### config.mk
export PLATFORM = sky130hd
export DESIGN_NAME = chb_queue
export DESIGN_NICKNAME = d
export VERILOG_FILES = /design/src/rtl/chb_pkg.sv /design/src/rtl/chb_queue.sv
export SDC_FILE = /design/constraint.sdc
export NUM_CORES = 1
export LEC_CHECK = 0
export ABC_AREA = 1
export ABC_CLOCK_PERIOD_IN_PS = 6400
export BUFFER_PORTS_ARGS = -buffer_cell sky130_fd_sc_hd__buf_2
export CAP_MARGIN = 20
export CORE_ASPECT_RATIO = 1.25
export CORE_UTILIZATION = 45
export CTS_BUF_LIST = sky130_fd_sc_hd__clkbuf_2
export DETAILED_ROUTE_END_ITERATION = 12
export GPL_ROUTABILITY_DRIVEN = 0
export HOLD_SLACK_MARGIN = 0.1
export PLACE_DENSITY = 0.7
export SYNTH_ARGS = -nofsm -noshare
export SYNTH_HDL_FRONTEND = slang
export SYNTH_SLANG_ARGS = --single-unit
### constraint.sdc
create_clock -name clk -period 6.4 [get_ports clk]
set_input_delay 0 -clock clk [delete_from_list [all_inputs] [get_ports clk]]
set_output_delay 0 -clock clk [all_outputs]
set_load 0.02 [all_outputs]
### src/rtl/chb_pkg.sv
`timescale 1ns / 1ps
`default_nettype none
// ----------------------------------------------------------------------------
// chb_pkg: shared types and codes of the sorted-bucket hash store
// Holds the command and status codes, the field widths of the request and
// result items, and the operation record that the front hands to the back.
// ----------------------------------------------------------------------------
package chb_pkg;

  // Field widths fixed by the item format.
  localparam int CMD_W      = 2;
  localparam int VALUE_W    = 31;
  localparam int SEL_W      = 4;
  localparam int SLOT_W     = 3;
  localparam int STAT_W     = 2;
  localparam int FILL_OUT_W = 4;
  localparam int CFG_W      = 5;

  // An insert's bucket index is below the live bucket count; every bucket index fits the register width.
  localparam int BKT_W = CFG_W;

  // Default geometry of the store.
  localparam int BUCKETS_DEF = 16;
  localparam int SLOTS_DEF   = 8;

  // Reset value of the bucket count register.
  localparam logic [CFG_W-1:0] BUCKET_COUNT_RST = 5'd16;

  // Entries in the queue between front and back.
  localparam int QDEPTH = 2;

  // Command codes.
  localparam logic [CMD_W-1:0] CMD_INSERT = 2'd0;
  localparam logic [CMD_W-1:0] CMD_READ   = 2'd1;
  localparam logic [CMD_W-1:0] CMD_CLEAR  = 2'd2;
  localparam logic [CMD_W-1:0] CMD_NOP    = 2'd3;

  // Status codes.
  localparam logic [STAT_W-1:0] ST_DONE  = 2'd0;
  localparam logic [STAT_W-1:0] ST_FULL  = 2'd1;
  localparam logic [STAT_W-1:0] ST_EMPTY = 2'd2;

  // One request item.
  typedef struct packed {
    logic [CMD_W-1:0]   cmd;
    logic [VALUE_W-1:0] value;
    logic [SEL_W-1:0]   bucket_sel;
    logic [SLOT_W-1:0]  slot_sel;
  } in_item_t;

  // One result item.
  typedef struct packed {
    logic [STAT_W-1:0]     status;
    logic [VALUE_W-1:0]    result_value;
    logic [SEL_W-1:0]      result_bucket;
    logic [SLOT_W-1:0]     result_slot;
    logic [FILL_OUT_W-1:0] bucket_fill;
  } out_item_t;

  // A classified operation, queued from front to back.
  typedef struct packed {
    logic [CMD_W-1:0]   cmd;
    logic [VALUE_W-1:0] value;
    logic [BKT_W-1:0]   bucket;
    logic [SLOT_W-1:0]  slot;
    logic               miss;
  } op_t;

endpackage

`default_nettype wire

### src/rtl/chb_queue.sv
`timescale 1ns / 1ps
`default_nettype none
// ----------------------------------------------------------------------------
// chb_queue: operation queue between front and back
// A short first-in first-out buffer of classified operations.
// ----------------------------------------------------------------------------
module chb_queue (
  input  logic        clk,
  input  logic        rst,
  input  logic        push,
  input  chb_pkg::op_t din,
  output logic        full,
  input  logic        pop,
  output chb_pkg::op_t dout,
  output logic        empty
);

  import chb_pkg::*;

  localparam int QAW = (QDEPTH > 1) ? $clog2(QDEPTH) : 1;
  localparam int CW  = $clog2(QDEPTH + 1);

  op_t            entries [QDEPTH];
  logic [QAW-1:0] wptr;
  logic [QAW-1:0] rptr;
  logic [CW-1:0]  count;

  assign full  = (count == CW'(QDEPTH));
  assign empty = (count == '0);
  assign dout  = entries[rptr];

  // Storage writes.
  always_ff @(posedge clk) begin
    if (push) begin
      entries[wptr] <= din;
    end
  end

  // Pointers and occupancy.
  always_ff @(posedge clk) begin
    if (rst) begin
      wptr  <= '0;
      rptr  <= '0;
      count <= '0;
    end else begin
      if (push) begin
        wptr <= (wptr == QAW'(QDEPTH - 1)) ? '0 : wptr + 1'b1;
      end
      if (pop) begin
        rptr <= (rptr == QAW'(QDEPTH - 1)) ? '0 : rptr + 1'b1;
      end
      if (push && !pop) begin
        count <= count + 1'b1;
      end else if (pop && !push) begin
        count <= count - 1'b1;
      end
    end
  end

`ifndef NO_ASSERTIONS
  // The front never pushes into a full queue.
  a_no_overflow: assert property (@(posedge clk) disable iff (rst) push |-> !full)
    else $error("queue push while full");

  // The back never pops an empty queue.
  a_no_underflow: assert property (@(posedge clk) disable iff (rst) pop |-> !empty)
    else $error("queue pop while empty");
`endif

endmodule

`default_nettype wire

==> results of run 1 <==
## state kept, by name, summed over array words and instances (netlist names), named ones only
| register | cells |
|---|---|
| entries | 84 |
| count | 2 |
| rptr | 1 |
| wptr | 1 |
## worst reg2reg max path: stages (launching register included)
cell,delay [ns]
dfxtp_1,0.44
nand2_1,0.08
inv_2,0.68
## synthesized netlist by cell type
master,number
nand4_1,1
mux2_2,2
ha_1,1
buf_6,1
nor2_1,7
mux2_4,40
inv_1,9
buf_12,4
dfxtp_1,5
xnor2_1,1
nor3_1,1
nand2_1,5
edfxtp_1,84
o21ai_0,1
a21oi_1,1
nand3_1,1
## through the flow
step | instance area (sq um) | setup slack (ns) | util [%] | hold WS [ns]
after floorplan | 3463 | 3.869 | - | 0.07238
after global placement | 3956 | 4.851 | 53.46 | 0.1892
after detailed placement | 3956 | 4.834 | 53.46 | 0.1911
after CTS | 4498 | 4.269 | 60.78 | 0.1307
after global routing | 4498 | 4.214 | 60.78 | 0.1473
final | 4498 | 4.352 | 60.78 | 0.2076
## routing by layer
layer	up-vias	routed length, microns
met1	898	2183
met3	12	201
met5	-	0
li1	907	-
met4	0	157
met2	49	3010
## report_power, final
| group | switching (mW) | internal, mW |
|---|---|---|
| logic | 0.0993 | 0.0968 |
| registers | 0.00884 | 0.672 |
| clock network | 0.169 | 0.0476 |
| total | 0.277 | 0.817 |
## layout make-up
type,count,area [sq um]
Clock buffer,9,45.04
Clock inverter,7,36.28
Inverter,9,33.78
Fill cell,572,2903
Multi-Input combinational cell,61,723.2
Sequential cell,89,2624
Tap cell,92,115.1
Timing Repair Buffer,137,920.9
## path summary, 6_finish.rpt
check / endpoint / slack (ns) / depth (start not counted)
max: dout[22] / 4.35 / 3
min: entries[0][29] / 0.21 / 2
max reg2reg: entries[1][1] / 4.82 / 2
min reg2reg: rptr / 0.55 / 2
## logic make-up (layout without fill, tap and decap cells)
logic type	after synthesis	in the layout
AO/OA/AOI/OAI	2	2
AND/OR/NAND/NOR	15	15
flip-flops	89	89
XOR/XNOR	1	1
buffers and inverters	14	162
multiplexers	42	42
adder cells (fa/ha/maj)	1	1
## timing repair
| item | 4_1_cts | 5_1_grt |
|---|---|---|
| buffers inserted | 0 | 0 |
| hold buffers | 46 | 0 |
| hold endpoints to repair | 89 | 0 |
==> impl_results.md, run 1 <==
* Status: finished clean
* Period utilisation layout at 31.99%
* Htree depth at 3
* Drt first pass iters at 4
* Initial antenna violation count at 0
* Mux contribution to synthesized area at 17.99%
* Final wirelength at 5552 microns
* Worst path slowest cell: buf_4
* Commonest non-fill, non-tap cell in the layout: buf_2
* Post-synthesis adder-cell area fraction at 0.3613%
* Die area at 8053 sq um
* Final min period at 2.048 ns
* Crit end category: output pin
* Placed Cells at 342
* Seq/Total Area, Yosys at 75.72%
* Yosys warnings at 0
* Synth Register Bits at 89
* Worst-path cell chain: buf_4 > mux2_2 > buf_2
* Power Total at 1.094 mW
* GRT Overall Usage at 14.86%
* Skew final at 0.01806 ns
* Die width at 80.47 microns
* Commonest cells after routing, fill and taps aside: buf_2 (89), edfxtp_1 (84), dlygate4sd3_1 (46)
* RSZ-0062 raised after global routing: no
* Final setup viols at 0
* Final hold vios at 0
* Met1 Track Usage GR at 16.46%
* Routed vias at 1866
* Syn nets at 211
* Family with the most delay on the worst path: buffers and inverters
* Clock slew at reported path FFs at 0.22 ns
* Total CTS buffers at 9
* HP Class: input pin to register
* Worst path required time at 6.40 ns
* Layout net count at 354
* Grt peak-use layer: met2
* Ant diodes at 0
* Via density per instance at 4.619
* Worst slew pin tran at 0.9307 ns
* Largest family of logic cells by synthesized area: multiplexers
* Residual DRC at 0
* Synth Area in Compound Gates at 0.2890%
* Post-Syn Instances at 164
* Share of cells above drive strength 1 at 48.08%
* Power per cell area at 243.2 nW/um^2
* Distinct cell type count of the synthesized netlist at 16
* HPWL after DPL at 3415 microns
* Number of global-route vias before repair at 1809
* Xor/xnor share of the synthesized area at 0.2529%
* Dominant cell type by area after synthesis: edfxtp_1
* Pin count of the biggest net entering global routing at 44
* FP Rows at 35
* Root Buffer: clkbuf_2
* CTS tree: yes
* Port buffer count at 89
* Slew headroom at 37.86%
* Post-route ant nets at 0
* Setup TNS Final at 0 ns
* Die Y at 100.1 microns
* Layout area overhead at 29.88%
* Routed WL per cell at 13.74 microns
* Post-synthesis simple-gate area fraction at 1.770%
* Clock Latency Late Sink at 0.49 ns
* Arr. time, crit path at 2.05 ns
* Max Slew Vio Count at 0
* Top cell type's share of synthesized area at 72.83%
* Critical R2R Launch: wptr
* Post_cts resized at 0
* Initial DRC Count at 94
* Critical path launch point type: register
* Remaining global-route overflow at 0
* Buf+Inv Stages, Crit Path at 2
* Grt met3 use at 3.364%
* Max VDD drop at 174.9 uV
* P_leak at 1.839 nW
* First-pass GRT wire length at 8459 microns
* Syn avg cell area at 21.12 sq um
* Worst-case clock buffer depth at 2
* Slowest stage delay, CP at 0.60 ns
* Clock sinks at 89
* Worst-path fanout max at 42
* Max-cap violation count at 0
* Top cells by area, synth: edfxtp_1 (73%), mux2_4 (17%), dfxtp_1 (2.9%)
* Post-route insts no fill at 404
* Syn Std Cell Area at 3463 sq um
* Met2 GRT Util at 25.36%
* Ports at 90
* Critical path class: register to output pin
* Initial Utilization at 46.80%
* Fmax at 488.4 MHz
* Core area at 7401 sq um
* Min-delay src: din[29]
Power figures use the tool's default switching activity.
==> run 2: changes to the inputs <==
--- a/config.mk
+++ b/config.mk
@@ -6,7 +6,7 @@
 export NUM_CORES = 1
 export LEC_CHECK = 0
 export ABC_AREA = 1
-export ABC_CLOCK_PERIOD_IN_PS = 6400
+export ABC_CLOCK_PERIOD_IN_PS = 2000
 export BUFFER_PORTS_ARGS = -buffer_cell sky130_fd_sc_hd__buf_2
 export CAP_MARGIN = 20
 export CORE_ASPECT_RATIO = 1.25
==> constraint.sdc (replaced) <==
create_clock -name clk -period 2 [get_ports clk]
set_input_delay 0 -clock clk [delete_from_list [all_inputs] [get_ports clk]]
set_output_delay 0 -clock clk [all_outputs]
set_load 0.02 [all_outputs]
==> impl_results.md, run 2 (synthesized netlist as in run 1, its figures left out) <==
* Register area at 2626 sq um (about the same)
* Fill cell count at 568 (-0.70%)
* Metal3 WL at 219 microns (+9.0%)
* Biggest register: entries
* Hold Crit Depth at 2 (unchanged)
* Clock sinks at 89 (unchanged)
* Port buffer count at 89 (unchanged)
* Max-cap violation count at 0 (unchanged)
* Power per cell area at 800.9 nW/um^2 (+230%)
* Fmax at 572.1 MHz
* Clock share of power at 23.4% (+3.6 points)
* Worst path slowest cell: dfxtp_4
* Drt first pass iters at 6 (+2)
* Max reg flops at 84 (unchanged)
* Layout area overhead at 33.09%
* Met2 wire length at 3052 microns (+1.4%)
* Htree depth at 3 (unchanged)
* Final setup viols at 0 (unchanged)
* Skew final at 0.02393 ns (+0.005870 ns)
* Slew headroom at 68.83% (+31 points)
* Final wirelength at 5594 microns (+0.76%)
* Worst r2r dst: entries[1][39]
* Ant diodes at 0 (unchanged)
* # Post-CTS Setup Buffers at 0 (unchanged)
* Critical path launch point type: register
* Setup TNS Final at 0 ns (unchanged)
* Crit end category: output pin
* Logic pwr share at 17.3% (-0.6 points)
* Worst-path fanout max at 19 (-55%)
* Routed WL per cell at 13.74 microns (about the same)
* Initial antenna violation count at 0 (unchanged)
* Status: finished clean
* Worst slew pin tran at 0.4669 ns (-0.4638 ns)
* Worst path required time at 2.00 ns (-4.40 ns)
* Reg power frac at 59.4% (-2.9 points)
* CTS tree: yes
* HPWL after DPL at 3616 microns (+5.9%)
* Min-delay src: din[34]
* Core area at 7401 sq um (unchanged)
* Worst-case clock buffer depth at 2 (unchanged)
* Ports at 90 (unchanged)
* FP Rows at 35 (unchanged)
* Max Slew Vio Count at 0 (unchanged)
* Remaining global-route overflow at 0 (unchanged)
* Highest metal used: met4
* Family with the most delay on the worst path: flip-flops
* Final min period at 1.748 ns
* Clock Latency Late Sink at 0.49 ns (about the same)
* Final hold vios at 0 (unchanged)
* Metal-1 WL at 2222 microns (+1.8%)
* Max VDD drop at 416.1 uV (+140%)
* Critical path class: register to output pin
* Routed vias at 1866 (unchanged)
* RSZ-0062 raised after global routing: no
* Top flop regs: entries (84), count (2)
* Total CTS buffers at 9 (unchanged)
* First-pass GRT wire length at 8694 microns (+2.8%)
* Worst-path cell chain: buf_12 > mux2_4 > buf_2
* Pint at 2.777 mW (+240%)
* Pin count of the biggest net entering global routing at 43 (-2.3%)
* Arr. time, crit path at 1.75 ns (-0.30 ns)
* Commonest non-fill, non-tap cell in the layout: buf_2
* Layout net count at 357 (+0.85%)
* Number of global-route vias before repair at 1939 (+7.2%)
* Slowest stage delay, CP at 0.55 ns (-0.05 ns)
* Share of cells above drive strength 1 at 49.21% (+1.1 points)
* Residual DRC at 0 (unchanged)
* PnR worst setup slack at 0.2520 ns (-4.100 ns)
* Die area at 8053 sq um (unchanged)
* Buf+Inv Stages, Crit Path at 2 (unchanged)
* Critical R2R Launch: wptr
* Post-place setup slack at 0.6167 ns (-4.217 ns)
* R2R cell count at 3 (+1)
* Commonest cells after routing, fill and taps aside: buf_2 (89), edfxtp_1 (84), dlygate4sd3_1 (46)
* Die Y at 100.1 microns (unchanged)
* Psw at 0.9149 mW (+230%)
* FF-to-FF setup slack at 0.58 ns (-4.24 ns)
* Clock slew at reported path FFs at 0.22 ns (about the same)
* HP Class: input pin to register
* Power Total at 3.692 mW (+240%)
* P_leak at 1.877 nW (+2.1%)
* Hold path endpoint: entries[0][34]
* Via density per instance at 4.585 (-0.74%)
* GRT Overall Usage at 14.94% (+0.081 points)
* Multi-input combinational cell area at 723.2 sq um (unchanged)
* Initial Utilization at 46.80% (unchanged)
* Initial DRC Count at 62 (-34%)
* Die width at 80.47 microns (unchanged)
* Sw frac at 24.78% (-0.56 points)
* Post-route ant nets at 0 (unchanged)
* Root Buffer: clkbuf_2
* Period utilisation layout at 87.40%
-- run 2: cell types whose count changed in the layout (fill, tap and decap cells not counted), sizes merged --
cell	previous run	this run
clkinv	6	2
buf	91	94
clkinvlp	0	2
bufinv	0	1
clkbuf	9	10
-- run 2: stage by stage --
stage / utilization [%] / hold slack [ns] / area [sq um] / std cells
floorplan: - / 0.07238 / 3466 / 164
global placement: 54.44 / 0.1872 / 4029 / 345
detailed placement: 54.44 / 0.1931 / 4029 / 345
CTS: 62.25 / 0.1441 / 4607 / 407
global route: 62.28 / 0.1236 / 4609 / 407
finish: 62.28 / 0.2153 / 4609 / 407
-- run 2: worst max path at each step --
stage	from	endpoint	slack, ns	depth (start not counted)
final	register	dout[10]	0.25	3
after global routing	register	dout[40]	0.11	3
after CTS	register	dout[5]	0.03	3
after detailed placement	wptr	entries[1][27]	0.62	3
after global placement	wptr	entries[1][27]	0.64	3
after floorplan	wptr	entries[0][0]	0.16	1
-- run 2: routing by layer --
metal  vias to the layer above  GRT usage (%)
met2                        50          26.66
met1                       893          15.97
li1                        915              -
met3                         8          2.818
met4                         0          9.341
met5                         -              0
-- run 2: power by group through the flow --
stage	combinational (mW)	sequential [mW]	clock, mW
2_1_floorplan	0.419	2.22	0
3_3_place_gp	0.567	2.23	0
3_5_place_dp	0.574	2.24	0
4_1_cts	0.646	2.19	0.907
5_1_grt	0.684	2.20	0.968
6_report	0.638	2.19	0.862
-- run 2: timing repair --
action / CTS / global route
resized for setup: 0 / 1
endpoints found under the hold margin: 148 / 0
setup endpoints to repair: 0 / 19
hold buffers: 46 / 0
-- run 2: area by class of cell --
class / count / area share, %
multi-input combinational: 61 / 15.69
timing repair buffer: 140 / 21.55
inverter: 9 / 0.7329
clock buffer: 10 / 1.086
tap: 92 / 2.497
clock inverter: 6 / 1.466
sequential: 89 / 56.98
