File: config.mk
export PLATFORM = sky130hd
export DESIGN_NAME = chb_front
export DESIGN_NICKNAME = d
export VERILOG_FILES = /design/src/rtl/chb_pkg.sv /design/src/rtl/chb_front.sv
export SDC_FILE = /design/constraint.sdc
export NUM_CORES = 1
export LEC_CHECK = 0
export BUFFER_PORTS_ARGS = -buffer_cell sky130_fd_sc_hd__buf_2
export CAP_MARGIN = 10
export CORE_ASPECT_RATIO = 2
export CORE_MARGIN = 10
export CORE_UTILIZATION = 51
export CTS_BUF_LIST = sky130_fd_sc_hd__clkbuf_4 sky130_fd_sc_hd__clkbuf_8
export DETAILED_ROUTE_END_ITERATION = 10
export GPL_TIMING_DRIVEN = 1
export PLACE_DENSITY = 0.79
export SLEW_MARGIN = 20
export SYNTH_ARGS = -nofsm -noshare
export SYNTH_HDL_FRONTEND = slang
export SYNTH_SLANG_ARGS = --single-unit
File: constraint.sdc
create_clock -name clk -period 7.05 [get_ports clk]
set_input_delay 1.41 -clock clk [delete_from_list [all_inputs] [get_ports clk]]
set_output_delay 1.41 -clock clk [all_outputs]
set_load 0.1 [all_outputs]
File: src/rtl/chb_pkg.sv
`timescale 1ns / 1ps
`default_nettype none
// ----------------------------------------------------------------------------
// chb_pkg: shared types and codes of the sorted-bucket hash store
// Holds the command and status codes, the field widths of the request and
// result items, and the operation record that the front hands to the back.
// ----------------------------------------------------------------------------
package chb_pkg;

  // Field widths fixed by the item format.
  localparam int CMD_W      = 2;
  localparam int VALUE_W    = 31;
  localparam int SEL_W      = 4;
  localparam int SLOT_W     = 3;
  localparam int STAT_W     = 2;
  localparam int FILL_OUT_W = 4;
  localparam int CFG_W      = 5;

  // An insert's bucket index is below the live bucket count; every bucket index fits the register width.
  localparam int BKT_W = CFG_W;

  // Default geometry of the store.
  localparam int BUCKETS_DEF = 16;
  localparam int SLOTS_DEF   = 8;

  // Reset value of the bucket count register.
  localparam logic [CFG_W-1:0] BUCKET_COUNT_RST = 5'd16;

  // Entries in the queue between front and back.
  localparam int QDEPTH = 2;

  // Command codes.
  localparam logic [CMD_W-1:0] CMD_INSERT = 2'd0;
  localparam logic [CMD_W-1:0] CMD_READ   = 2'd1;
  localparam logic [CMD_W-1:0] CMD_CLEAR  = 2'd2;
  localparam logic [CMD_W-1:0] CMD_NOP    = 2'd3;

  // Status codes.
  localparam logic [STAT_W-1:0] ST_DONE  = 2'd0;
  localparam logic [STAT_W-1:0] ST_FULL  = 2'd1;
  localparam logic [STAT_W-1:0] ST_EMPTY = 2'd2;

  // One request item.
  typedef struct packed {
    logic [CMD_W-1:0]   cmd;
    logic [VALUE_W-1:0] value;
    logic [SEL_W-1:0]   bucket_sel;
    logic [SLOT_W-1:0]  slot_sel;
  } in_item_t;

  // One result item.
  typedef struct packed {
    logic [STAT_W-1:0]     status;
    logic [VALUE_W-1:0]    result_value;
    logic [SEL_W-1:0]      result_bucket;
    logic [SLOT_W-1:0]     result_slot;
    logic [FILL_OUT_W-1:0] bucket_fill;
  } out_item_t;

  // A classified operation, queued from front to back.
  typedef struct packed {
    logic [CMD_W-1:0]   cmd;
    logic [VALUE_W-1:0] value;
    logic [BKT_W-1:0]   bucket;
    logic [SLOT_W-1:0]  slot;
    logic               miss;
  } op_t;

endpackage

`default_nettype wire

File: src/rtl/chb_front.sv
`timescale 1ns / 1ps
`default_nettype none
// ----------------------------------------------------------------------------
// chb_front: command intake and bucket hashing
// Accepts one item, reduces an insert value modulo the live bucket count with a
// four-bit-per-cycle remainder unit, and queues the classified operation.
// ----------------------------------------------------------------------------
module chb_front #(
  parameter int BUCKETS = chb_pkg::BUCKETS_DEF
) (
  input  logic                      clk,
  input  logic                      rst,
  input  logic                      start,
  input  chb_pkg::in_item_t         request,
  input  logic [chb_pkg::CFG_W-1:0] bucket_count,
  output logic                      busy,
  output logic                      q_push,
  output chb_pkg::op_t              q_op,
  input  logic                      q_full
);

  import chb_pkg::*;

  localparam int DIGIT     = 4;
  localparam int DIV_W     = ((VALUE_W + DIGIT - 1) / DIGIT) * DIGIT;
  localparam int DIV_STEPS = DIV_W / DIGIT;
  localparam int SCW       = (DIV_STEPS > 1) ? $clog2(DIV_STEPS) : 1;

  localparam logic [1:0] F_IDLE = 2'd0;
  localparam logic [1:0] F_DIV  = 2'd1;
  localparam logic [1:0] F_PUSH = 2'd2;

  logic [1:0]       state;
  op_t              op;
  logic [DIV_W-1:0] work;
  logic [BKT_W-1:0] rem;
  logic [BKT_W-1:0] divisor;
  logic [SCW-1:0]   step_cnt;
  logic [BKT_W-1:0] rem_next;
  logic [BKT_W-1:0] live;
  logic             accept;

  assign busy   = (state != F_IDLE);
  assign accept = start && (state == F_IDLE);
  assign q_push = (state == F_PUSH) && !q_full;
  assign q_op   = op;

  // Live bucket count: zero acts as one, and it saturates at the store size.
  always_comb begin
    if (bucket_count == '0) begin
      live = BKT_W'(1);
    end else if (int'(bucket_count) > BUCKETS) begin
      live = BKT_W'(BUCKETS);
    end else begin
      live = bucket_count;
    end
  end

  // One digit of restoring remainder: four conditional subtracts on narrow values.
  always_comb begin
    logic [BKT_W:0]   t;
    logic [BKT_W-1:0] r;
    r = rem;
    t = '0;
    for (int k = 0; k < DIGIT; k++) begin
      t = {r, work[DIV_W-1-k]};
      if (t >= {1'b0, divisor}) begin
        t = t - {1'b0, divisor};
      end
      r = t[BKT_W-1:0];
    end
    rem_next = r;
  end

  // Intake sequencer.
  always_ff @(posedge clk) begin
    if (rst) begin
      state <= F_IDLE;
    end else begin
      unique case (state)
        F_IDLE: begin
          if (accept) begin
            state <= (request.cmd == CMD_INSERT) ? F_DIV : F_PUSH;
          end
        end
        F_DIV: begin
          if (step_cnt == SCW'(DIV_STEPS - 1)) begin
            state <= F_PUSH;
          end
        end
        F_PUSH: begin
          if (!q_full) begin
            state <= F_IDLE;
          end
        end
        default: begin
          state <= F_IDLE;
        end
      endcase
    end
  end

  // Operation record and remainder datapath.
  always_ff @(posedge clk) begin
    if (accept) begin
      op.cmd    <= request.cmd;
      op.value  <= request.value;
      op.bucket <= BKT_W'(request.bucket_sel);
      op.slot   <= request.slot_sel;
      op.miss   <= (int'(request.bucket_sel) >= BUCKETS);
      work      <= DIV_W'(request.value);
      rem       <= '0;
      divisor   <= live;
      step_cnt  <= '0;
    end else if (state == F_DIV) begin
      work     <= work << DIGIT;
      rem      <= rem_next;
      step_cnt <= step_cnt + 1'b1;
      if (step_cnt == SCW'(DIV_STEPS - 1)) begin
        op.bucket <= rem_next;
      end
    end
  end

`ifndef NO_ASSERTIONS
  // The front only frees itself by handing its operation to the queue.
  a_release_on_push: assert property (@(posedge clk) disable iff (rst)
    $fell(busy) && !$past(rst) |-> $past(q_push))
    else $error("front went idle without queuing its item");
`endif

endmodule

`default_nettype wire

==> impl_metrics.ini, run 1 <==
[critical_path]
crit_path_max_fanout = 4
reg2regPathDepth = 30
timing.rr.start = divisor[3]$_SDFFCE_PP0P_
critPathLaunchType = flip-flop
critPathTopFamily = compound AO/OA/AOI/OAI gates
timing.setup.critical_path_class = flip-flop to flip-flop
critical-path-slowest-cell = sky130_fd_sc_hd__fa_1
critPathMaxStageDelay_ps = 430
worst_setup_path_endpoint = q_op[7]$_DFFE_PP_
cp.arrival_ps = 6850
rr_endpoint = q_op[7]$_DFFE_PP_
cp.depth = 30
r2r_slack_ps = 300
critPathRequiredTime_ps = 7140
cp-end-kind = flip-flop
worst-path-buf-inv = 4
crit_start = divisor[3]$_SDFFCE_PP0P_

[synth]
netlist.area_leader.share_pct = 53.1
count_of_warnings_emitted_by_yosys = 0
yosys.area.top_type = sky130_fd_sc_hd__edfxtp_1
synth.ff_latch_count = 88
async_flop_share_pct = 0
synth_ff_type = sky130_fd_sc_hd__edfxtp_1
most_used_standard_cell_by_instance_count_after_synthesis = sky130_fd_sc_hd__nand2_1
synth.area.top_cells = sky130_fd_sc_hd__edfxtp_1 (53%), sky130_fd_sc_hd__nand2_1 (8.1%), sky130_fd_sc_hd__ha_1 (7.0%)
synth_sequential_area_ratio_pct = 58.7
synth_area_per_cell_sq_um = 11.6
count_of_distinct_cell_types_in_the_synthesized_netlist = 50
synth_edf_count = 76
synthTopCellsByCount = sky130_fd_sc_hd__nand2_1 (93), sky130_fd_sc_hd__edfxtp_1 (76), sky130_fd_sc_hd__ha_1 (24)
synth_area_sq_um = 4290
syn_inst = 370
syn-num-nets = 447

[placement]
port_buffers = 91
post_dp_cell_area_sq_um = 4930
dpl.hpwl_um = 8500
gp_congestion = 1.01

[power_and_ir_drop]
vdd.ir_drop.worst_mv = 0.279
cellLeakagePower_nw = 2.39
power.density_cell_area_nw_per_um2 = 511
p_total_w = 0.00269

[floorplanning]
count_of_boundary_i_o_pins = 93
start_util_pct = 52.2
die_width_um = 84.9
die_y_um = 150
dieArea_sq_um = 12700
placeable_core_area_sq_um = 8230
site_row_count = 47

[min_path]
min_path_type = flip-flop to flip-flop

[clocking]
cts-htree-levels = 3
clk_pin_slew_ps = 80
tritoncts_buffer_count = 9
cts.sinks = 88
root_buffer = sky130_fd_sc_hd__clkbuf_8
clock_tree_from_tritoncts = built
hold_buffers = 0
clock_path_buffers = 2
insertion_delay_ps = 350

[timing]
worstMarginPinSlew_ps = 811
timing_hold_violations_final = 0
count_of_final_max_slew_check_failures = 0
period_share_pct = 95.8
setup_viol_count_final = 0
post-route-min-period_ps = 6750
max_freq_mhz = 148
max_slew_margin_pct = 45.9
worst_clock_skew_ps = 8.10

[global_route]
grt_antenna_before_repair = 0
grt_pass1_wl_um = 16600
grt_util_all_layers_pct = 16.9
maximum_number_of_pins_on_one_net_before_global_route_repair = 73
grt.overflow.total = 0
grt_pass1_vias = 3400

[outcome]
run_status = finished, final reports clean

[job]
drv.max_cap_violation_count = 0

[route]
drt_iter0_markers = 221
drc = 0
drt_wl_total_um = 10900
ant_nets = 0
first_pass_iters = 4
vias = 3150
detail_route.wl_per_cell_um = 18.6
routed_via_density = 5.38

[final_layout]
areaGrowthSynthToFinish_pct = 22.5
insertedDiodeCount = 0
layout-drive-gt1-share_pct = 32.2
final_nets = 559
layout.cell_area.non_filler_sq_um = 5260
## how the worst min path moves through the flow
stage                                   from                        to  slack, ps  cells past startpoint
floorplan                 work[27]$_DFFE_PP_     work[31]$_SDFFE_PP0P_        420                      2
global placement    step_cnt[1]$_SDFFE_PP0P_  step_cnt[1]$_SDFFE_PP0P_        450                      2
detailed placement  step_cnt[1]$_SDFFE_PP0P_  step_cnt[1]$_SDFFE_PP0P_        460                      2
CTS                 step_cnt[1]$_SDFFE_PP0P_  step_cnt[1]$_SDFFE_PP0P_        470                      2
global route        step_cnt[2]$_SDFFE_PP0P_  step_cnt[2]$_SDFFE_PP0P_        490                      2
finish              step_cnt[1]$_SDFFE_PP0P_  step_cnt[1]$_SDFFE_PP0P_        470                      2
## metal layers
layer	GRT usage, %	wire length [um]	vias up
met5	0	0	-
met3	4.25	535	33
met1	15.2	3550	1487
li1	-	-	1531
met4	11.6	522	0
met2	31.4	6240	99
## stage by stage
step,utilization (%),hold slack (ps),TNS [ps],cells,setup slack [ps]
finish,63.9,472,0,585,297
global placement,59.9,446,0,563,153
global route,63.9,495,-37.1,585,-28.5
CTS,62.6,470,0,580,32.4
detailed placement,59.9,456,-866,563,-217
floorplan,-,418,0,370,338
## sequential cells by signal (all words and copies together) (netlist names)
signal / cells
state: 2
step_cnt: 3
work: 32
divisor: 5
rem: 5
q_op: 41
## timing repair
item,CTS,global route
setup endpoints to repair,8,10
pin swaps,2,4
gates resized for setup,2,15
endpoints found under the hold margin,0,0
setup buffers,1,5
## worst min-delay path, cell delays in order (launching register included)
cell and delay [ps]:
sky130_fd_sc_hd__dfxtp_1 320, sky130_fd_sc_hd__nand3_1 60, sky130_fd_sc_hd__nand2_1 50
## cell usage in the layout, fill, tap and decap left out, types with 7 or more instances in the layout
master	Yosys	routed
sky130_fd_sc_hd__nand3_1	8	8
sky130_fd_sc_hd__clkbuf_8	0	12
sky130_fd_sc_hd__nor2_1	15	14
sky130_fd_sc_hd__nand2_1	93	93
sky130_fd_sc_hd__a21oi_1	11	10
sky130_fd_sc_hd__buf_4	1	20
sky130_fd_sc_hd__dfxtp_1	12	12
sky130_fd_sc_hd__inv_1	21	18
sky130_fd_sc_hd__xnor2_1	9	9
sky130_fd_sc_hd__edfxtp_1	76	76
sky130_fd_sc_hd__buf_2	0	91
sky130_fd_sc_hd__ha_1	24	22
sky130_fd_sc_hd__a21o_1	7	7
## where the power goes
part	internal [W]	switching, W	total [W]
Sequential	0.000654	0.0000264	0.000681
Combinational	0.000700	0.000937	0.00164
Clock	0.000202	0.000167	0.000368
Total	0.00156	0.00113	0.00269
## kinds of logic after synthesis
| group | count (synthesis) | share of synthesized area [%] |
|---|---|---|
| buffers and inverters | 31 | 2.97 |
| xor gates and xnor gates | 11 | 2.24 |
| AOI/OAI and AO/OA | 52 | 8.48 |
| muxes | 14 | 3.82 |
| adders and majority gates | 28 | 8.86 |
| other | 1 | 0.0873 |
| and+or+nand+nor | 145 | 14.8 |
| DFF | 88 | 58.7 |
## area by class of cell
| cell class | count | area, sq um |
|---|---|---|
| fillers | 690 | 2970 |
| flip-flops and latches | 88 | 2520 |
| multi-input cells | 251 | 1710 |
| repair buffers | 111 | 606 |
| clock buffers | 14 | 180 |
| well taps | 98 | 123 |
| inverters | 21 | 78.8 |
| clock inverters | 2 | 38.8 |
(Power assumes the default switching activity.)
==> inputs of run 2 (changes only) <==
--- a/config.mk
+++ b/config.mk
@@ -8,12 +8,10 @@
 export BUFFER_PORTS_ARGS = -buffer_cell sky130_fd_sc_hd__buf_2
 export CAP_MARGIN = 10
 export CORE_ASPECT_RATIO = 2
-export CORE_MARGIN = 10
-export CORE_UTILIZATION = 51
+export CORE_UTILIZATION = 40
 export CTS_BUF_LIST = sky130_fd_sc_hd__clkbuf_4 sky130_fd_sc_hd__clkbuf_8
 export DETAILED_ROUTE_END_ITERATION = 10
 export GPL_TIMING_DRIVEN = 1
-export PLACE_DENSITY = 0.79
 export SLEW_MARGIN = 20
 export SYNTH_ARGS = -nofsm -noshare
 export SYNTH_HDL_FRONTEND = slang
==> run 2 against run 1 <==
Design area rose by 2.5%. Sequential power barely moved. Via count rose by 1.3%. Clock skew rose by 1.8 ps. Largest cell class unchanged. Die area fell by 12%. Global-route usage rose by 3.5 points.
==> impl_metrics.ini, run 2 (synthesized netlist as in run 1, its figures left out) <==
[final_layout]
areaGrowthSynthToFinish_pct = 25.5
insertedDiodeCount = 0
regArea_sq_um = 2520
final_cell_count_no_fill = 637
final_nets = 573
fin_util_pct = 51.4
fill_cells = 1044
number_of_flip_flops_under_the_largest_register_name = 41
layout-drive-gt1-share_pct = 33.8
multi_input_logic_area_sq_um = 1690
layout_common_cells = sky130_fd_sc_hd__nand2_1 (93), sky130_fd_sc_hd__buf_2 (91), sky130_fd_sc_hd__edfxtp_1 (76), sky130_fd_sc_hd__buf_4 (34), sky130_fd_sc_hd__ha_1 (24)
mostFrequentLayoutCell = sky130_fd_sc_hd__nand2_1

[critical_path]
crit_path_max_fanout = 5
timing.setup.critical_path_class = flip-flop to flip-flop
critPathRequiredTime_ps = 7120
critical-path-slowest-cell = sky130_fd_sc_hd__edfxtp_1
critPathMaxStageDelay_ps = 360
timing.rr.start = divisor[3]$_SDFFCE_PP0P_
r2r_slack_ps = 400
cp.arrival_ps = 6720
worst_setup_path_endpoint = q_op[6]$_DFFE_PP_
reg2regPathDepth = 29
critPathMostFrequentCell = sky130_fd_sc_hd__ha_1
critPathLaunchType = flip-flop
cp-end-kind = flip-flop
crit_start = divisor[3]$_SDFFCE_PP0P_
rr_endpoint = q_op[6]$_DFFE_PP_

[route]
routed_via_density = 5.01
vias = 3191
ant_nets = 0
drt_wl_total_um = 10500
drt_iter0_markers = 146
drc = 0
first_pass_iters = 4
detail_route.wl_per_cell_um = 16.5

[global_route]
grt.overflow.total = 0
grt_util_all_layers_pct = 20.3
grt_pass1_wl_um = 16100
grt_antenna_before_repair = 0
maximum_number_of_pins_on_one_net_before_global_route_repair = 73
grt_pass1_vias = 3237

[power_and_ir_drop]
vdd.ir_drop.worst_mv = 0.309
power.combinational.fraction_pct = 62.8
cellLeakagePower_nw = 2.45
power_switching_w = 0.00118
power.switching_fraction_pct = 41.7
sequentialPowerShare_pct = 23.9
p_total_w = 0.00284
internal_power_w = 0.00165
power.density_cell_area_nw_per_um2 = 526
power.clock.fraction_pct = 13.2

[timing]
rsz0062_at_grt = false
worstMarginPinSlew_ps = 1020
max_slew_margin_pct = 30.9
fin_worst_hold_slack_ps = 463
max_freq_mhz = 150
timing_hold_violations_final = 0
count_of_final_max_slew_check_failures = 0
setup_viol_count_final = 0
post-route-min-period_ps = 6650
period_share_pct = 94.3
worst_clock_skew_ps = 9.91
layout_setup_ws_ps = 399

[clocking]
clock_tree_from_tritoncts = built
root_buffer = sky130_fd_sc_hd__clkbuf_8
clock_path_buffers = 2
hold_buffers = 0
clk_pin_slew_ps = 80
tritoncts_buffer_count = 9
cts-htree-levels = 3
insertion_delay_ps = 350
cts.sinks = 88

[placement]
dp.cells = 619
gp_congestion = 0.883
pre_cts_ws_ps = -103
dpl.hpwl_um = 8200
port_buffers = 91

[floorplanning]
placeable_core_area_sq_um = 10500
site_row_count = 53
dieArea_sq_um = 11200
die_y_um = 149
count_of_boundary_i_o_pins = 93
die_width_um = 75.3
start_util_pct = 41.0

[min_path]
min_path_type = flip-flop to flip-flop

[job]
drv.max_cap_violation_count = 0

[outcome]
run_status = finished, final reports clean
## run 2: how the worst min path moves through the flow
stage	startpoint	end	slack [ps]	depth (start not counted)
2_1_floorplan	work[27]$_DFFE_PP_	work[31]$_SDFFE_PP0P_	420	2
3_3_place_gp	step_cnt[2]$_SDFFE_PP0P_	step_cnt[2]$_SDFFE_PP0P_	450	2
3_5_place_dp	step_cnt[2]$_SDFFE_PP0P_	step_cnt[2]$_SDFFE_PP0P_	450	2
4_1_cts	step_cnt[2]$_SDFFE_PP0P_	step_cnt[2]$_SDFFE_PP0P_	470	2
5_1_grt	step_cnt[2]$_SDFFE_PP0P_	step_cnt[2]$_SDFFE_PP0P_	490	2
6_report	step_cnt[2]$_SDFFE_PP0P_	step_cnt[2]$_SDFFE_PP0P_	460	2
## run 2: routing by layer
layer	vias to the layer above	track usage, %	share of wire, %
met3	25	3.86	2.8
met5	-	0	0
met1	1517	19.8	33
met2	83	37.5	58
li1	1566	-	-
met4	0	12.1	5.6
## run 2: critical path, delay by kind of cell, from the launching register on
kind            cells  cell delay, ps
fa+ha+maj           4            1120
flops               1             360
mux                 4             980
simple gates        5             960
buf+inv             4             490
compound gates     12            2480
## run 2: power by group through the flow
stage / registers (W) / clock network (W) / logic, W
2_1_floorplan: 0.000882 / 0 / 0.000987
3_3_place_gp: 0.000691 / 0 / 0.00169
3_5_place_dp: 0.000691 / 0 / 0.00170
4_1_cts: 0.000679 / 0.000386 / 0.00172
5_1_grt: 0.000685 / 0.000405 / 0.00192
6_report: 0.000679 / 0.000375 / 0.00178
## run 2: area by class of cell
class                      count  area share [%]
timing repair buffer         125            13.2
clock buffer                  10            2.44
clock inverter                 5            1.51
inverter                      21            1.46
multi-input combinational    251            31.4
sequential                    88            46.8
tap                          137            3.18
## run 2: per-stage QoR
step / area, sq um / TNS, ps
4_1_cts: 5320 / 0
6_report: 5390 / 0
3_3_place_gp: 5100 / 0
5_1_grt: 5390 / 0
3_5_place_dp: 5100 / -244
2_1_floorplan: 4290 / 0
## run 2: repair_timing
action	4_1_cts	5_1_grt
setup buffers	0	3
hold endpoints to repair	0	0
gates resized for setup	1	17
pin swaps	2	5
setup endpoints to repair	6	10
