`config.mk`:
```
export PLATFORM = sky130hd
export DESIGN_NAME = chb_back
export DESIGN_NICKNAME = d
export VERILOG_FILES = /design/src/rtl/chb_pkg.sv /design/src/rtl/chb_ram.sv /design/src/rtl/chb_back.sv
export SDC_FILE = /design/constraint.sdc
export NUM_CORES = 2
export LEC_CHECK = 0
export BUFFER_PORTS_ARGS = -buffer_cell sky130_fd_sc_hd__buf_2
export CORE_MARGIN = 2
export CORE_UTILIZATION = 37
export CTS_BUF_LIST = sky130_fd_sc_hd__clkbuf_16
export CTS_CLUSTER_DIAMETER = 30
export DETAILED_ROUTE_END_ITERATION = 16
export PLACE_DENSITY = 0.59
export SYNTH_ARGS = -nofsm -noshare
export SYNTH_HDL_FRONTEND = slang
export SYNTH_SLANG_ARGS = --single-unit
```
`constraint.sdc`:
```
create_clock -name clk -period 7.1 [get_ports clk]
set_clock_uncertainty 0.05 [all_clocks]
set_input_delay 1.42 -clock clk [delete_from_list [all_inputs] [get_ports clk]]
set_output_delay 1.42 -clock clk [all_outputs]
set_load 0.01 [all_outputs]
```
`src/rtl/chb_pkg.sv`:
```
`timescale 1ns / 1ps
`default_nettype none
// ----------------------------------------------------------------------------
// chb_pkg: shared types and codes of the sorted-bucket hash store
// Holds the command and status codes, the field widths of the request and
// result items, and the operation record that the front hands to the back.
// ----------------------------------------------------------------------------
package chb_pkg;

  // Field widths fixed by the item format.
  localparam int CMD_W      = 2;
  localparam int VALUE_W    = 31;
  localparam int SEL_W      = 4;
  localparam int SLOT_W     = 3;
  localparam int STAT_W     = 2;
  localparam int FILL_OUT_W = 4;
  localparam int CFG_W      = 5;

  // An insert's bucket index is below the live bucket count; every bucket index fits the register width.
  localparam int BKT_W = CFG_W;

  // Default geometry of the store.
  localparam int BUCKETS_DEF = 16;
  localparam int SLOTS_DEF   = 8;

  // Reset value of the bucket count register.
  localparam logic [CFG_W-1:0] BUCKET_COUNT_RST = 5'd16;

  // Entries in the queue between front and back.
  localparam int QDEPTH = 2;

  // Command codes.
  localparam logic [CMD_W-1:0] CMD_INSERT = 2'd0;
  localparam logic [CMD_W-1:0] CMD_READ   = 2'd1;
  localparam logic [CMD_W-1:0] CMD_CLEAR  = 2'd2;
  localparam logic [CMD_W-1:0] CMD_NOP    = 2'd3;

  // Status codes.
  localparam logic [STAT_W-1:0] ST_DONE  = 2'd0;
  localparam logic [STAT_W-1:0] ST_FULL  = 2'd1;
  localparam logic [STAT_W-1:0] ST_EMPTY = 2'd2;

  // One request item.
  typedef struct packed {
    logic [CMD_W-1:0]   cmd;
    logic [VALUE_W-1:0] value;
    logic [SEL_W-1:0]   bucket_sel;
    logic [SLOT_W-1:0]  slot_sel;
  } in_item_t;

  // One result item.
  typedef struct packed {
    logic [STAT_W-1:0]     status;
    logic [VALUE_W-1:0]    result_value;
    logic [SEL_W-1:0]      result_bucket;
    logic [SLOT_W-1:0]     result_slot;
    logic [FILL_OUT_W-1:0] bucket_fill;
  } out_item_t;

  // A classified operation, queued from front to back.
  typedef struct packed {
    logic [CMD_W-1:0]   cmd;
    logic [VALUE_W-1:0] value;
    logic [BKT_W-1:0]   bucket;
    logic [SLOT_W-1:0]  slot;
    logic               miss;
  } op_t;

endpackage

`default_nettype wire

```
`src/rtl/chb_ram.sv`:
```
`timescale 1ns / 1ps
`default_nettype none
// ----------------------------------------------------------------------------
// chb_ram: generic simple dual-port RAM
// One write port and one read port, with the read data registered.
// ----------------------------------------------------------------------------
module chb_ram #(
  parameter int WIDTH = 8,
  parameter int DEPTH = 16,
  localparam int AW = (DEPTH > 1) ? $clog2(DEPTH) : 1
) (
  input  logic             clk,
  input  logic             we,
  input  logic [AW-1:0]    waddr,
  input  logic [WIDTH-1:0] wdata,
  input  logic [AW-1:0]    raddr,
  output logic [WIDTH-1:0] rdata
);

  logic [WIDTH-1:0] mem [DEPTH];

  // Write port.
  always_ff @(posedge clk) begin
    if (we) begin
      mem[waddr] <= wdata;
    end
  end

  // Registered read port.
  always_ff @(posedge clk) begin
    rdata <= mem[raddr];
  end

endmodule

`default_nettype wire

```
`src/rtl/chb_back.sv`:
```
`timescale 1ns / 1ps
`default_nettype none
// ----------------------------------------------------------------------------
// chb_back: bucket store and command execution
// Holds the slot RAM and the fill-count RAM with per-bucket valid bits, runs
// reads, clears and sorted inserts (a top-down shift, one slot per cycle), and
// drives the result strobe.
// ----------------------------------------------------------------------------
module chb_back #(
  parameter int BUCKETS = chb_pkg::BUCKETS_DEF,
  parameter int SLOTS   = chb_pkg::SLOTS_DEF
) (
  input  logic               clk,
  input  logic               rst,
  input  logic               q_empty,
  input  chb_pkg::op_t       q_op,
  output logic               q_pop,
  output logic               done,
  output chb_pkg::out_item_t result
);

  import chb_pkg::*;

  localparam int BKT_AW     = (BUCKETS > 1) ? $clog2(BUCKETS) : 1;
  localparam int SLOT_DEPTH = BUCKETS * SLOTS;
  localparam int RAM_AW     = (SLOT_DEPTH > 1) ? $clog2(SLOT_DEPTH) : 1;
  localparam int FW         = $clog2(SLOTS + 1);
  localparam int CMPW       = FW + SLOT_W;

  localparam logic [2:0] S_IDLE  = 3'd0;
  localparam logic [2:0] S_FLOOK = 3'd1;
  localparam logic [2:0] S_FCHK  = 3'd2;
  localparam logic [2:0] S_RDATA = 3'd3;
  localparam logic [2:0] S_SHIFT = 3'd4;
  localparam logic [2:0] S_PLACE = 3'd5;

  logic [2:0]         state;
  op_t                cur;
  logic [FW-1:0]      idx;
  logic [FW-1:0]      nfill;
  logic [BUCKETS-1:0] fvalid;

  logic [BKT_AW-1:0]  bkt;
  logic [RAM_AW-1:0]  base;
  logic [FW-1:0]      fill_now;
  logic               greater;
  logic               slot_out;

  logic               s_we;
  logic [RAM_AW-1:0]  s_waddr;
  logic [VALUE_W-1:0] s_wdata;
  logic [RAM_AW-1:0]  s_raddr;
  logic [VALUE_W-1:0] s_rd;

  logic               f_we;
  logic [FW-1:0]      f_wdata;
  logic [FW-1:0]      f_rd;

  function automatic out_item_t make_res(
    input logic [STAT_W-1:0]     st,
    input logic [VALUE_W-1:0]    v,
    input logic [BKT_W-1:0]      b,
    input logic [SLOT_W-1:0]     s,
    input logic [FILL_OUT_W-1:0] f
  );
    out_item_t r;
    r.status        = st;
    r.result_value  = v;
    r.result_bucket = SEL_W'(b);
    r.result_slot   = s;
    r.bucket_fill   = f;
    return r;
  endfunction

  // Row addressing and the bucket's current fill.
  assign bkt      = BKT_AW'(cur.bucket);
  assign base     = RAM_AW'(bkt * SLOTS);
  assign fill_now = fvalid[bkt] ? f_rd : '0;
  assign greater  = (cur.value > s_rd);
  assign slot_out = (CMPW'(cur.slot) >= CMPW'(fill_now)) ||
                    (CMPW'(cur.slot) >= CMPW'(SLOTS));
  assign q_pop    = (state == S_IDLE) && !q_empty;

  // Slot RAM port control.
  always_comb begin
    s_we    = 1'b0;
    s_waddr = base + RAM_AW'(idx);
    s_wdata = cur.value;
    s_raddr = base + RAM_AW'(cur.slot);
    unique case (state)
      S_FCHK: begin
        if (cur.cmd == CMD_INSERT && fill_now != FW'(SLOTS)) begin
          if (fill_now == '0) begin
            s_we    = 1'b1;
            s_waddr = base;
          end else begin
            s_raddr = base + RAM_AW'(fill_now - FW'(1));
          end
        end
      end
      S_SHIFT: begin
        s_we    = 1'b1;
        s_wdata = greater ? cur.value : s_rd;
        s_raddr = base + RAM_AW'(idx - FW'(2));
      end
      S_PLACE: begin
        s_we    = 1'b1;
        s_waddr = base;
      end
      default: begin
      end
    endcase
  end

  // Fill RAM is updated once per accepted insert.
  assign f_we    = (state == S_FCHK) && (cur.cmd == CMD_INSERT) && (fill_now != FW'(SLOTS));
  assign f_wdata = fill_now + FW'(1);

  chb_ram #(
    .WIDTH (VALUE_W),
    .DEPTH (SLOT_DEPTH)
  ) u_slot_ram (
    .clk   (clk),
    .we    (s_we),
    .waddr (s_waddr),
    .wdata (s_wdata),
    .raddr (s_raddr),
    .rdata (s_rd)
  );

  chb_ram #(
    .WIDTH (FW),
    .DEPTH (BUCKETS)
  ) u_fill_ram (
    .clk   (clk),
    .we    (f_we),
    .waddr (bkt),
    .wdata (f_wdata),
    .raddr (bkt),
    .rdata (f_rd)
  );

  // Execution sequencer.
  always_ff @(posedge clk) begin
    if (rst) begin
      state  <= S_IDLE;
      done   <= 1'b0;
      fvalid <= '0;
    end else begin
      done <= 1'b0;
      unique case (state)
        S_IDLE: begin
          if (!q_empty) begin
            cur <= q_op;
            unique case (q_op.cmd)
              CMD_INSERT: begin
                state <= S_FLOOK;
              end
              CMD_READ: begin
                if (q_op.miss) begin
                  done   <= 1'b1;
                  result <= make_res(ST_EMPTY, '0, q_op.bucket, q_op.slot, '0);
                end else begin
                  state <= S_FLOOK;
                end
              end
              CMD_CLEAR: begin
                fvalid <= '0;
                done   <= 1'b1;
                result <= make_res(ST_DONE, '0, '0, '0, '0);
              end
              default: begin
                done   <= 1'b1;
                result <= make_res(ST_DONE, '0, '0, '0, '0);
              end
            endcase
          end
        end
        S_FLOOK: begin
          state <= S_FCHK;
        end
        S_FCHK: begin
          if (cur.cmd == CMD_INSERT) begin
            if (fill_now == FW'(SLOTS)) begin
              done   <= 1'b1;
              result <= make_res(ST_FULL, '0, cur.bucket, '0, FILL_OUT_W'(SLOTS));
              state  <= S_IDLE;
            end else begin
              fvalid[bkt] <= 1'b1;
              nfill       <= f_wdata;
              if (fill_now == '0) begin
                done   <= 1'b1;
                result <= make_res(ST_DONE, cur.value, cur.bucket, '0, FILL_OUT_W'(1));
                state  <= S_IDLE;
              end else begin
                idx   <= fill_now;
                state <= S_SHIFT;
              end
            end
          end else begin
            if (slot_out) begin
              done   <= 1'b1;
              result <= make_res(ST_EMPTY, '0, cur.bucket, cur.slot, FILL_OUT_W'(fill_now));
              state  <= S_IDLE;
            end else begin
              nfill <= fill_now;
              state <= S_RDATA;
            end
          end
        end
        S_RDATA: begin
          done   <= 1'b1;
          result <= make_res(ST_DONE, s_rd, cur.bucket, cur.slot, FILL_OUT_W'(nfill));
          state  <= S_IDLE;
        end
        S_SHIFT: begin
          // The entry below is smaller: the new value lands here.
          if (greater) begin
            done   <= 1'b1;
            result <= make_res(ST_DONE, cur.value, cur.bucket, SLOT_W'(idx),
                               FILL_OUT_W'(nfill));
            state  <= S_IDLE;
          end else if (idx == FW'(1)) begin
            idx   <= '0;
            state <= S_PLACE;
          end else begin
            idx <= idx - FW'(1);
          end
        end
        S_PLACE: begin
          done   <= 1'b1;
          result <= make_res(ST_DONE, cur.value, cur.bucket, '0, FILL_OUT_W'(nfill));
          state  <= S_IDLE;
        end
        default: begin
          state <= S_IDLE;
        end
      endcase
    end
  end

`ifndef NO_ASSERTIONS
  // A dropped insert always reports a full bucket.
  a_full_fill: assert property (@(posedge clk) disable iff (rst)
    done && result.status == ST_FULL |-> result.bucket_fill == FILL_OUT_W'(SLOTS))
    else $error("full status without a full bucket");

  // An empty read never carries a value.
  a_empty_zero: assert property (@(posedge clk) disable iff (rst)
    done && result.status == ST_EMPTY |-> result.result_value == '0)
    else $error("empty read returned a value");

  // The shift index stays above zero and below the slot count, in a non-full row.
  a_shift_range: assert property (@(posedge clk) disable iff (rst)
    state == S_SHIFT |-> (idx != '0) && (idx < FW'(SLOTS)))
    else $error("shift index out of range");
`endif

endmodule

`default_nettype wire

```
==> metrics list <==
* Count of placed standard cells in the final layout, fillers left out: 18652
- Number of global-route vias before repair: 99019
* Post-CTS clock slew at the launch and capture registers of the worst setup and hold paths: 50 ps
- Area fraction of the dominant cell type after synthesis: 75.1%
- Max-cap violations in this run came to 0.
- Count of hold buffers inserted by post-cts repair: 0
- Max-slew headroom: 10.5%
* Count of vias placed by the detailed router: 105460
* Portion of the post-synthesis area used by sequential elements: 75.8%
* Worst hold slack: 408 ps
- The synthesized design contains 4179 register bits.
- Total CTS buffers: 642
* Routed wirelength normalized by instance count: 28.0 um
- Clk pwr share: 49.7%
- Placed Cells incl. Taps: 17441
- Mapped cell area: 165000 sq um
- Fraction of registers with async set or reset after synthesis: 0%
- Compared with the post-synthesis result, the final layout area differs by 20.0%.
- Synth Flop Type: sky130_fd_sc_hd__edfxtp_1
- Once the floorplan was initialized, standard cells occupied 37.1% of the core.
- The most common cell in the synthesized netlist is sky130_fd_sc_hd__edfxtp_1.
- Post-route DRC violation count: 0
* Pre-CTS WS: 64.3 ps
- After detailed routing, the number of vias per cell comes to 5.65.
- STA classifies the critical path startpoint as a flip-flop.
- Most common library cells after synthesis: sky130_fd_sc_hd__edfxtp_1 (4124), sky130_fd_sc_hd__nand2_1 (3207), sky130_fd_sc_hd__nand3_1 (1020)
- Setup TNS: 0 ps
* Largest fanout on the critical path: 9
* Die outline width: 672 um
- In the final layout, the share of cells above drive strength 1 is 16.4%.
* Reg-to-reg startpoint: bkt[0]
- After layout, the minimum clock period comes to 6820 ps.
* Hold Crit Class: reg2reg
- In this run the power density over the cells is 319 nW/um^2.
- Share of power burned in combinational logic: 6.9%
* Peak supply drop: 0.243 mV
* Initial antenna violation count: 35
- Final setup vio count: 0
- The H-tree generated during clock tree synthesis spans 6 levels.
- For flop-to-flop paths, the worst setup slack is 280 ps.
- Net Switching: 15.1 mW
* Total power consumption of the routed design: 63.1 mW
- The number of nets in the synthesized netlist is 11700.
* Instance count of the mapped netlist: 11604
- TritonCTS built the clock tree.
- For the pin with the worst max-slew slack, the measured transition is 1340 ps.
- The tree is rooted in a sky130_fd_sc_hd__clkbuf_16.
- Setup repair after global routing missed its margin: no
- The worst hold path terminates at fvalid[13].
- Final-report hold violation count: 0
- In this run, flip-flops and latches consume 43.4% of the power.
- P_leak: 67.2 nW
- Switch share: 24.0%
- The clock reaches the later pin of the worst-skew pair after 1090 ps.
- The internal portion of the total power is 47.9 mW.
* Count of antenna-violating nets left after detailed routing: 0
- Sort of element at the end of the critical path: flip-flop
- Max-slew violation count: 0
- The critical path in this run is classified as reg2reg.
- Count of cells along the worst hold path: 1
- Summed over all layers, the routed wires come to 522 mm.
- Full die area: 451000 sq um
- Once routing completed, OpenROAD measured the worst setup slack at 279 ps.
- For this run, the share of the core covered by cells in the final layout is 44.5%.
- RD Place Congestion: 0.861
- First drt pass iteration count: 8
* Core footprint: 444000 sq um
- Yosys mapped the design onto 83 distinct sky130hd cell types.
- Net count, final: 12259
* Number of cells on the worst reg-to-reg path: 17
- Data on the critical path is required at its endpoint by 8060 ps.
- Hpwl dp: 298 mm
* Vertical die dimension: 672 um
- Wire length of the first global-routing pass: 734 mm
- Global routing finished with a remaining overflow of 0.
- Cell type with the highest aggregate area in the netlist: sky130_fd_sc_hd__edfxtp_1
- After layout, the worst path uses 96.1% of the clock period.
- Most area-consuming cells after synthesis: sky130_fd_sc_hd__edfxtp_1 (75%), sky130_fd_sc_hd__nand2_1 (7.3%), sky130_fd_sc_hd__nand3_1 (3.1%), sky130_fd_sc_hd__mux2i_1 (1.5%), sky130_fd_sc_hd__mux4_2 (1.4%)
- Finished Cell Area: 198000 sq um
- After filler insertion, the fill cell instance count of the layout stands at 38854.
- Number of enable-type register cells in the synthesized netlist: 4124
- Across every metal layer, demand over resource in global routing totals 22.3%.
* Outcome: finished clean
- Io pins: 91
- Hold Path Origin: fvalid[13]
- Average cell area after synthesis: 14.2 sq um
- STA puts the critical path data arrival time at 7780 ps.
* Maximum root-to-sink buffer count: 4
* Yosys warning count: 0
* Total clock sinks: 4179
- Initial DRC count: 15170
- Summing all placed instances gives a cell area of 176000 sq um.
* Port Buffer Count: 89
* Number of rows in the core area: 245
- Entering global routing, the biggest net connects 129 pins.
- Capturing point of the worst reg2reg path: u_slot_ram.rdata[1]
- Timing would allow up to 147 MHz.
power by group through the flow:
stage | Combinational, mW | Sequential (mW) | Clock [mW]
3_5_place_dp | 4.28 | 27.8 | 0
3_3_place_gp | 4.25 | 27.8 | 0
4_1_cts | 4.30 | 27.3 | 31.6
2_1_floorplan | 2.36 | 27.7 | 0
5_1_grt | 4.61 | 27.3 | 32.7
6_report | 4.37 | 27.4 | 31.4
per-layer routing:
layer / vias to the layer above / wire length [um] / GRT usage, % / share of wire, %
met5: - / 92 / 0 / 0.018
met1: 53544 / 208000 / 31.3 / 40
li1: 45047 / - / - / -
met4: 14 / 20900 / 8.44 / 4.0
met3: 915 / 57500 / 4.49 / 11
met2: 5940 / 235000 / 34.5 / 45
repair_timing:
action,in CTS,in global routing
buffers inserted,0,5
gates resized for setup,0,14
endpoints found under the setup margin,0,16
endpoints found under the hold margin,0,0
registers in the layout, summed over array words and instances, names as in the netlist:
signal,cells
bkt,4
u_slot_ram.rdata,31
u_slot_ram.mem,3968
state,3
done,1
result,44
cur,36
idx,4
u_fill_ram.rdata,4
u_fill_ram.mem,64
fvalid,16
nfill,4
cell usage in the layout, fill, tap and decap left out, types with 43 or more instances in the layout:
cell	n
sky130_fd_sc_hd__clkinv_1	77
sky130_fd_sc_hd__mux2i_1	242
sky130_fd_sc_hd__a32oi_1	139
sky130_fd_sc_hd__nand4_1	164
sky130_fd_sc_hd__bufinv_16	73
sky130_fd_sc_hd__o21ai_0	93
sky130_fd_sc_hd__nand2_1	3204
sky130_fd_sc_hd__mux4_2	103
sky130_fd_sc_hd__nor2_4	103
sky130_fd_sc_hd__a311oi_1	169
sky130_fd_sc_hd__dfxtp_1	55
sky130_fd_sc_hd__clkinvlp_4	73
sky130_fd_sc_hd__a31oi_1	223
sky130_fd_sc_hd__buf_2	89
sky130_fd_sc_hd__clkinv_2	97
sky130_fd_sc_hd__buf_4	499
sky130_fd_sc_hd__a21oi_1	143
sky130_fd_sc_hd__clkbuf_16	651
sky130_fd_sc_hd__edfxtp_1	4124
sky130_fd_sc_hd__nor2_1	77
sky130_fd_sc_hd__nand3_1	1013
sky130_fd_sc_hd__clkinv_4	47
sky130_fd_sc_hd__inv_1	124
sky130_fd_sc_hd__ha_1	48
sky130_fd_sc_hd__o22ai_1	43
sky130_fd_sc_hd__and3_1	250
sky130_fd_sc_hd__buf_12	84
sky130_fd_sc_hd__inv_6	55
logic make-up (layout without fill, tap and decap cells):
logic type / after synthesis / count (layout) / synth area share, %
AO/OA/AOI/OAI: 1136 / 1136 / 5.07
multiplexers: 384 / 385 / 3.14
other: 0 / 18 / 0
XOR/XNOR: 11 / 11 / 0.0675
flip-flops: 4179 / 4179 / 75.8
buffers and inverters: 811 / 1912 / 2.41
adder cells (fa/ha/maj): 51 / 51 / 0.396
AND/OR/NAND/NOR: 5032 / 5032 / 13.2
how the worst max path moves through the flow:
stage	from	slack, ps	end
after floorplan	bkt[1]	600	result[0]
after global placement	bkt[0]	150	u_slot_ram.rdata[16]
after detailed placement	bkt[0]	60	u_slot_ram.rdata[16]
after CTS	bkt[0]	80	u_slot_ram.rdata[16]
after global routing	bkt[0]	90	u_slot_ram.rdata[1]
final	bkt[0]	280	u_slot_ram.rdata[1]
worst max-delay path, cell delays in order (launching register included):
cell                       delay (ps)
sky130_fd_sc_hd__edfxtp_1         570
sky130_fd_sc_hd__buf_4            300
sky130_fd_sc_hd__mux2i_1          280
sky130_fd_sc_hd__a22oi_1          170
sky130_fd_sc_hd__a2bb2o_1         370
sky130_fd_sc_hd__nand2_1          170
sky130_fd_sc_hd__ha_2             210
sky130_fd_sc_hd__o221ai_2         200
sky130_fd_sc_hd__a21oi_1          430
sky130_fd_sc_hd__fa_1             580
sky130_fd_sc_hd__nand2_1          220
sky130_fd_sc_hd__o21ai_4          160
sky130_fd_sc_hd__or3_1            550
sky130_fd_sc_hd__nor2_2           630
sky130_fd_sc_hd__nand4_1          700
sky130_fd_sc_hd__and3_1           580
sky130_fd_sc_hd__nand4_1          390
sky130_fd_sc_hd__or3_1            170
final cells by class:
type	instances	area, sq um	share of cell area, %
Sequential cell	4179	125000	63.1
Timing Repair Buffer	672	5870	2.97
Inverter	53	199	0.101
Clock buffer	651	16300	8.23
Clock inverter	536	5470	2.76
Multi-Input combinational cell	6615	37700	19.1
Antenna cell	18	45.0	0.0228
Tap cell	5928	7420	3.75
(Power assumes the default switching activity.)
